===== src/rtl/m3inv_pkg.sv =====
package m3inv_pkg;

	// element and intermediate widths
	localparam int DW          = 32;
	localparam int FB_DEF      = 16;
	localparam int CW          = 2 * DW + 1;
	localparam int DETW        = 3 * DW + 3;
	localparam int NE          = 9;
	localparam int Q_DEPTH_DEF = 4;

	typedef logic signed [DW-1:0]   elem_t;
	typedef logic signed [2*DW-1:0] prod_t;
	typedef logic signed [CW-1:0]   cof_t;
	typedef logic signed [DETW-1:0] det_t;

	typedef struct packed {
		elem_t in_m00;
		elem_t in_m01;
		elem_t in_m02;
		elem_t in_m10;
		elem_t in_m11;
		elem_t in_m12;
		elem_t in_m20;
		elem_t in_m21;
		elem_t in_m22;
	} req_t;

	typedef struct packed {
		elem_t out_m00;
		elem_t out_m01;
		elem_t out_m02;
		elem_t out_m10;
		elem_t out_m11;
		elem_t out_m12;
		elem_t out_m20;
		elem_t out_m21;
		elem_t out_m22;
		elem_t determinant;
		logic  singular;
	} res_t;

	// one classified request between front and back
	typedef struct packed {
		elem_t [NE-1:0] e;
		cof_t  [NE-1:0] c;
		det_t           det;
		logic           singular;
	} entry_t;

	// adjugate entry i = e[PA_X]*e[PA_Y] - e[PB_X]*e[PB_Y], row-major
	localparam int PA_X [NE] = '{4, 2, 1, 5, 0, 2, 3, 1, 0};
	localparam int PA_Y [NE] = '{8, 7, 5, 6, 8, 3, 7, 6, 4};
	localparam int PB_X [NE] = '{5, 1, 2, 3, 2, 0, 4, 0, 1};
	localparam int PB_Y [NE] = '{7, 8, 4, 8, 6, 5, 6, 7, 3};

endpackage


===== src/rtl/m3inv_queue.sv =====
module m3inv_queue #(
	parameter int DEPTH = m3inv_pkg::Q_DEPTH_DEF
) (
	input  logic              clk,
	input  logic              arst_n,
	input  logic              wr,
	input  m3inv_pkg::entry_t wdata,
	input  logic              rd,
	output m3inv_pkg::entry_t rdata,
	output logic              full,
	output logic              empty
);
	import m3inv_pkg::*;

	localparam int AW = $clog2(DEPTH);
	localparam int NW = $clog2(DEPTH + 1);

	entry_t         mem_q [DEPTH];
	logic [AW-1:0]  wp_q, rp_q;
	logic [NW-1:0]  cnt_q;

	assign full  = (cnt_q == NW'(DEPTH));
	assign empty = (cnt_q == '0);
	assign rdata = mem_q[rp_q];

	// store request
	always_ff @(posedge clk) begin
		if (wr) begin
			mem_q[wp_q] <= wdata;
		end
	end

	// advance pointers and fill count
	always_ff @(posedge clk or negedge arst_n) begin
		if (!arst_n) begin
			wp_q  <= '0;
			rp_q  <= '0;
			cnt_q <= '0;
		end else begin
			if (wr) begin
				wp_q <= (wp_q == AW'(DEPTH - 1)) ? '0 : wp_q + 1'b1;
			end
			if (rd) begin
				rp_q <= (rp_q == AW'(DEPTH - 1)) ? '0 : rp_q + 1'b1;
			end
			if (wr && !rd) begin
				cnt_q <= cnt_q + 1'b1;
			end else if (rd && !wr) begin
				cnt_q <= cnt_q - 1'b1;
			end
		end
	end

endmodule


===== config.mk =====
export PLATFORM = sky130hd
export DESIGN_NAME = m3inv_queue
export DESIGN_NICKNAME = d
export VERILOG_FILES = /design/src/rtl/m3inv_pkg.sv /design/src/rtl/m3inv_queue.sv
export SDC_FILE = /design/constraint.sdc
export NUM_CORES = 2
export LEC_CHECK = 0
export ABC_AREA = 1
export BUFFER_PORTS_ARGS = -buffer_cell sky130_fd_sc_hd__buf_2
export CORE_AREA = 5 5 749 751
export CTS_CLUSTER_SIZE = 20
export DETAILED_ROUTE_END_ITERATION = 10
export DIE_AREA = 0 0 754 756
export RECOVER_POWER = 25
export SLEW_MARGIN = 10
export SYNTH_ARGS = -nofsm -noshare
export SYNTH_HDL_FRONTEND = slang
export SYNTH_SLANG_ARGS = --single-unit

===== constraint.sdc =====
create_clock -name clk -period 39.4 [get_ports clk]
set_clock_uncertainty 0.1 [all_clocks]
set_input_delay 1.97 -clock clk [delete_from_list [all_inputs] [get_ports clk]]
set_output_delay 1.97 -clock clk [all_outputs]
set_load 0.01 [all_outputs]

==> Word-level counts from Yosys, hierarchy flattened <==
Memories as Yosys holds them, arrays and structs flattened.
Cells that the tools add are included.
{ "totals": {"n_memories": 1, "ram_bits": 3892, "latch_bits": 0, "rom_bits": 0, "regBits": 7} }
{ "op_classes": {"bitwise": 0, "n_mul": 0, "div_mod_pow": 0, "muxes": 6, "n_addsub": 4, "shifts": 0, "n_lt_le_gt_ge": 0, "eq_ne": 3, "n_reduce_logical": 6} }
{ "memory_table": {"columns": ["memory", "depth", "width", "read_ports", "rd_clocked_by_memory_dff", "wr", "line_no", "rtl"], "rows": [
  ["mem_q", 4, 973, 1, 0, 1, "m3inv_queue.sv:18", "entry_t mem_q [DEPTH];"]
]} }
{ "op_table": {"columns": ["cell", "count"], "rows": [
  ["two-way mux 3 bit", 2],
  ["adder 2 x 1 -> 2 bit (second input constant)", 2],
  ["equality test 2 bit (second input constant)", 2],
  ["two-way mux 2 bit", 2],
  ["adder 3 x 1 -> 3 bit (second input constant)", 1],
  ["equality test 3 bit (second input constant)", 1],
  ["logical NOT 3 bit", 1],
  ["subtractor 3 x 1 -> 3 bit (second input constant)", 1],
  ["logical AND 1 bit", 2],
  ["logical NOT 1 bit", 2],
  ["two-way mux 1 bit", 2],
  ["nonzero test 2 bit", 1]
]} }

==> Longest topological paths before layout <==
{ "logic_depth": {"ltp_word": 4, "ltp_mapped": 9} }

==> Least setup slack after synthesis <==
Ideal clock, no wire load.
{ "synth_timing": {"path_kind": "input to register", "startpoint": "in wr", "endpoint": "mem mem_q[3][0] (netlist name) (enable)", "setup_time_ns": 1.312, "path_slack_ns": 17.349, "required_ns": 37.988, "t_arrival_ns": 20.639, "path_stages": 2, "path_cell_list": "nand2_1 inv_1"} }
{ "synth_between": {"elab_chain_cells": 2} }
{ "synth_rtl": {"columns": ["element", "line_no", "rtl"], "rows": [
  ["start, declared", "m3inv_queue.sv:6", "input logic wr,"],
  ["two-way mux 1 bit", "m3inv_queue.sv:28", "if (wr) begin"],
  ["two-way mux 1 bit (not written as such)", "m3inv_queue.sv:29", "mem_q[wp_q] <= wdata;"],
  ["end, declared", "m3inv_queue.sv:18", null]
]} }
Every way passes these cells.

==> impl_metrics.ini <==
[sta]
post-route-period-util = 0.274
tns_ns = 0
whs_ns = 0.399
finalSetupViolCount = 0
fmax_ghz = 0.0926
report.final.slew_viol_count = 0
fin_crit_ns = 10.80
hold_viol_final = 0
slew_headroom = 0.209
tightest_slew_ns = 1.19
rsz0062_at_grt = no

[grt]
grt_pass1_vias = 86953
grt_max_degree = 230
antenna_found_initial = 576
grt_pass1_wl_um = 720000
gr-usage-all-layers = 0.180
gr-total-overflow = 0

[placement]
place.gp.congestion = 0.876
port_buffers = 1951
place_hpwl_um = 395000

[critical_path]
arrival_ns = 8.73
crit_path_max_fanout = 229
end_kind = output pin
path_class = flop to output pin
start_kind = flop
rr_worst_depth = 9
worst_ep_required_time_ns = 37.33

[power_and_ir_drop]
p_per_area_nw_per_um2 = 75.6
p_clk_frac = 0.274
p_seq_frac = 0.393
internal_power_mw = 8.66
leakagePower_nw = 70.4
combPwrFrac = 0.333
switching_share = 0.375
switchingPower_mw = 5.21
peakVddDrop_mv = 0.0510

[route]
drtIter0Drc = 8549
ant_nets = 0
vias = 96318
firstDrtPassIters = 7
drc_errors = 0
wl_per_cell_um = 25.3
vias_per_cell = 4.54
routed_wl_um = 536000

[hold_path]
holdCritPathClass = flop to flop
holdPathStages = 2

[layout]
final_nets = 14241
regArea_um2 = 117000
multiInputGateArea_um2 = 25800
drive_gt1_frac = 0.153
syn2layout_area_growth_pct = 18.7
n_fill_cell = 54301

[floorplan]
ios = 1952
core_area_um2 = 554000
start_util = 0.279
die_h_um = 756
die_x_um = 754
dieArea_um2 = 570000
rows = 274

[run_status]
status = finished, final reports clean

[clocking]
cts-resized-gates = 0
clk_latency_ns = 1.00
h-tree-depth = 5
clock-sinks = 3899
hold_buffers = 0
clockBufferDepth = 4
clock-root-buffer = clkbuf_16
clk_pin_slew_ns = 0.06
cts_setup_buffers = 0
cts_buffers = 411
tritoncts = built

[synth]
async_reset_ff_frac = 0.00180
synth_most_common_cell = edfxtp_1
synth_flop_cell = edfxtp_1
yosys.area.top_type = edfxtp_1
ys_ff_latch = 3899
yosysWarnings = 0
avgSynthCellArea_um2 = 13.6
synthCells = 11404
synth_common_cells = edfxtp_1 (3892), nand2_1 (2934), inv_1 (1958), o211ai_1 (1946), buf_2 (435)
seq_area_frac_synth = 0.757
ys_types = 19
synthesis.area_um2 = 155000
synth_edf_count = 3892
synthTopCellsByArea = edfxtp_1 (76%), o211ai_1 (9.4%), nand2_1 (7.1%), inv_1 (4.8%), buf_2 (1.4%)
syn-num-nets = 12388
synth_top_area_frac = 0.756

[flow_run]
maxCapViolCount = 0
## flip-flops by register name, indices dropped and copies added, names as in the netlist
signal / count
cnt_q: 3
mem_q: 3892
rp_q: 2
wp_q: 2
## cells by family (layout without fill, tap and decap cells)
family,after synthesis,count (layout),share of synthesized area
other,0,288,0
buffers and inverters,2607,4806,0.0762
xor gates and xnor gates,1,1,0.0000567
and+or+nand+nor,2940,2940,0.0714
DFF,3899,3899,0.757
adders and majority gates,7,7,0.000615
AOI/OAI and AO/OA,1950,1950,0.0946
## worst paths after layout
| kind | slack, ns | to | startpoint |
|---|---|---|---|
| min in group asynchronous | 0.81 | cnt_q[1] | arst_n |
| worst max-delay path | 28.60 | rdata[419] | rp_q[0] |
| max in group asynchronous | 38.00 | rp_q[1] | arst_n |
| worst min register to register | 0.40 | cnt_q[2] | cnt_q[2] |
| worst min-delay path | 0.40 | cnt_q[2] | cnt_q[2] |
| worst max register to register | 33.45 | mem_q[0][335] | wp_q[0] |
## metrics by stage
stage / area (µm²) / worst slack [ns] / power (mW) / utilization / std cells
after global placement: 170000 / 30.09 / 10.2 / 0.307 / 20158
after CTS: 184000 / 28.69 / 14.1 / 0.331 / 20917
after detailed placement: 170000 / 29.91 / 10.2 / 0.307 / 20158
after floorplan: 155000 / 17.35 / 8.81 / - / 11404
after global routing: 183000 / 28.02 / 14.6 / 0.330 / 21004
final: 184000 / 28.60 / 13.9 / 0.331 / 21205
## placed cells by master, fill, tap and decap left out
| cell type | synthesis | layout |
|---|---|---|
| clkbuf_16 | 0 | 411 |
| inv_8 | 0 | 10 |
| buf_12 | 0 | 12 |
| o211ai_1 | 1946 | 1946 |
| nor3_1 | 2 | 2 |
| buf_2 | 435 | 1358 |
| nand3_1 | 1 | 1 |
| inv_6 | 0 | 14 |
| diode_2 | 0 | 288 |
| clkbuf_1 | 8 | 693 |
| clkinvlp_4 | 0 | 8 |
| clkinv_1 | 0 | 86 |
| clkinv_2 | 0 | 71 |
| edfxtp_1 | 3892 | 3892 |
| o21ai_0 | 4 | 4 |
| clkinv_8 | 0 | 7 |
| bufinv_16 | 0 | 32 |
| clkinv_16 | 0 | 14 |
| ha_1 | 6 | 6 |
| xnor2_1 | 1 | 1 |
| dfrtp_4 | 0 | 1 |
| inv_1 | 1958 | 1953 |
| buf_4 | 22 | 125 |
| dfrtp_1 | 7 | 6 |
| nor2_1 | 2 | 2 |
| inv_16 | 0 | 3 |
| nand4_1 | 1 | 1 |
| nand2_1 | 2934 | 2934 |
| fa_1 | 1 | 1 |
| clkinv_4 | 0 | 6 |
| clkbuf_8 | 0 | 3 |
## critical path, stage by stage, from the launching register on
cell and delay, ns:
dfrtp_1 0.45, inv_8 0.57, buf_12 0.59, buf_12 0.54, buf_12 0.59, buf_4 0.88
buf_4 0.80, buf_4 0.91, buf_4 0.67, nand2_1 0.11, o211ai_1 0.11, nand2_1 0.15
buf_2 0.17
## final cells by class
cell class                      count  area share
Antenna cell                      288     0.00393
Clock buffer                      514      0.0583
Clock inverter                    245      0.0137
Inverter                         1959      0.0403
Multi-Input combinational cell   4898       0.140
Sequential cell                  3899       0.638
Tap cell                         7314      0.0499
Timing Repair Buffer             2088      0.0556
## layer usage
metal / up-vias / global-route usage / part of all wire
met5: - / 0 / 0.0033
met3: 1341 / 0.0893 / 0.13
met4: 264 / 0.0757 / 0.049
met2: 3934 / 0.278 / 0.44
met1: 46551 / 0.211 / 0.37
li1: 44228 / - / -
## power by group through the flow
stage / Clock [mW] / Combinational [mW] / Sequential (mW)
4_1_cts: 3.89 / 4.72 / 5.45
3_5_place_dp: 0 / 4.71 / 5.53
2_1_floorplan: 0 / 2.58 / 6.22
6_report: 3.80 / 4.62 / 5.44
5_1_grt: 4.06 / 5.00 / 5.49
3_3_place_gp: 0 / 4.68 / 5.52
Note: power is estimated with default switching activity, not from simulation.
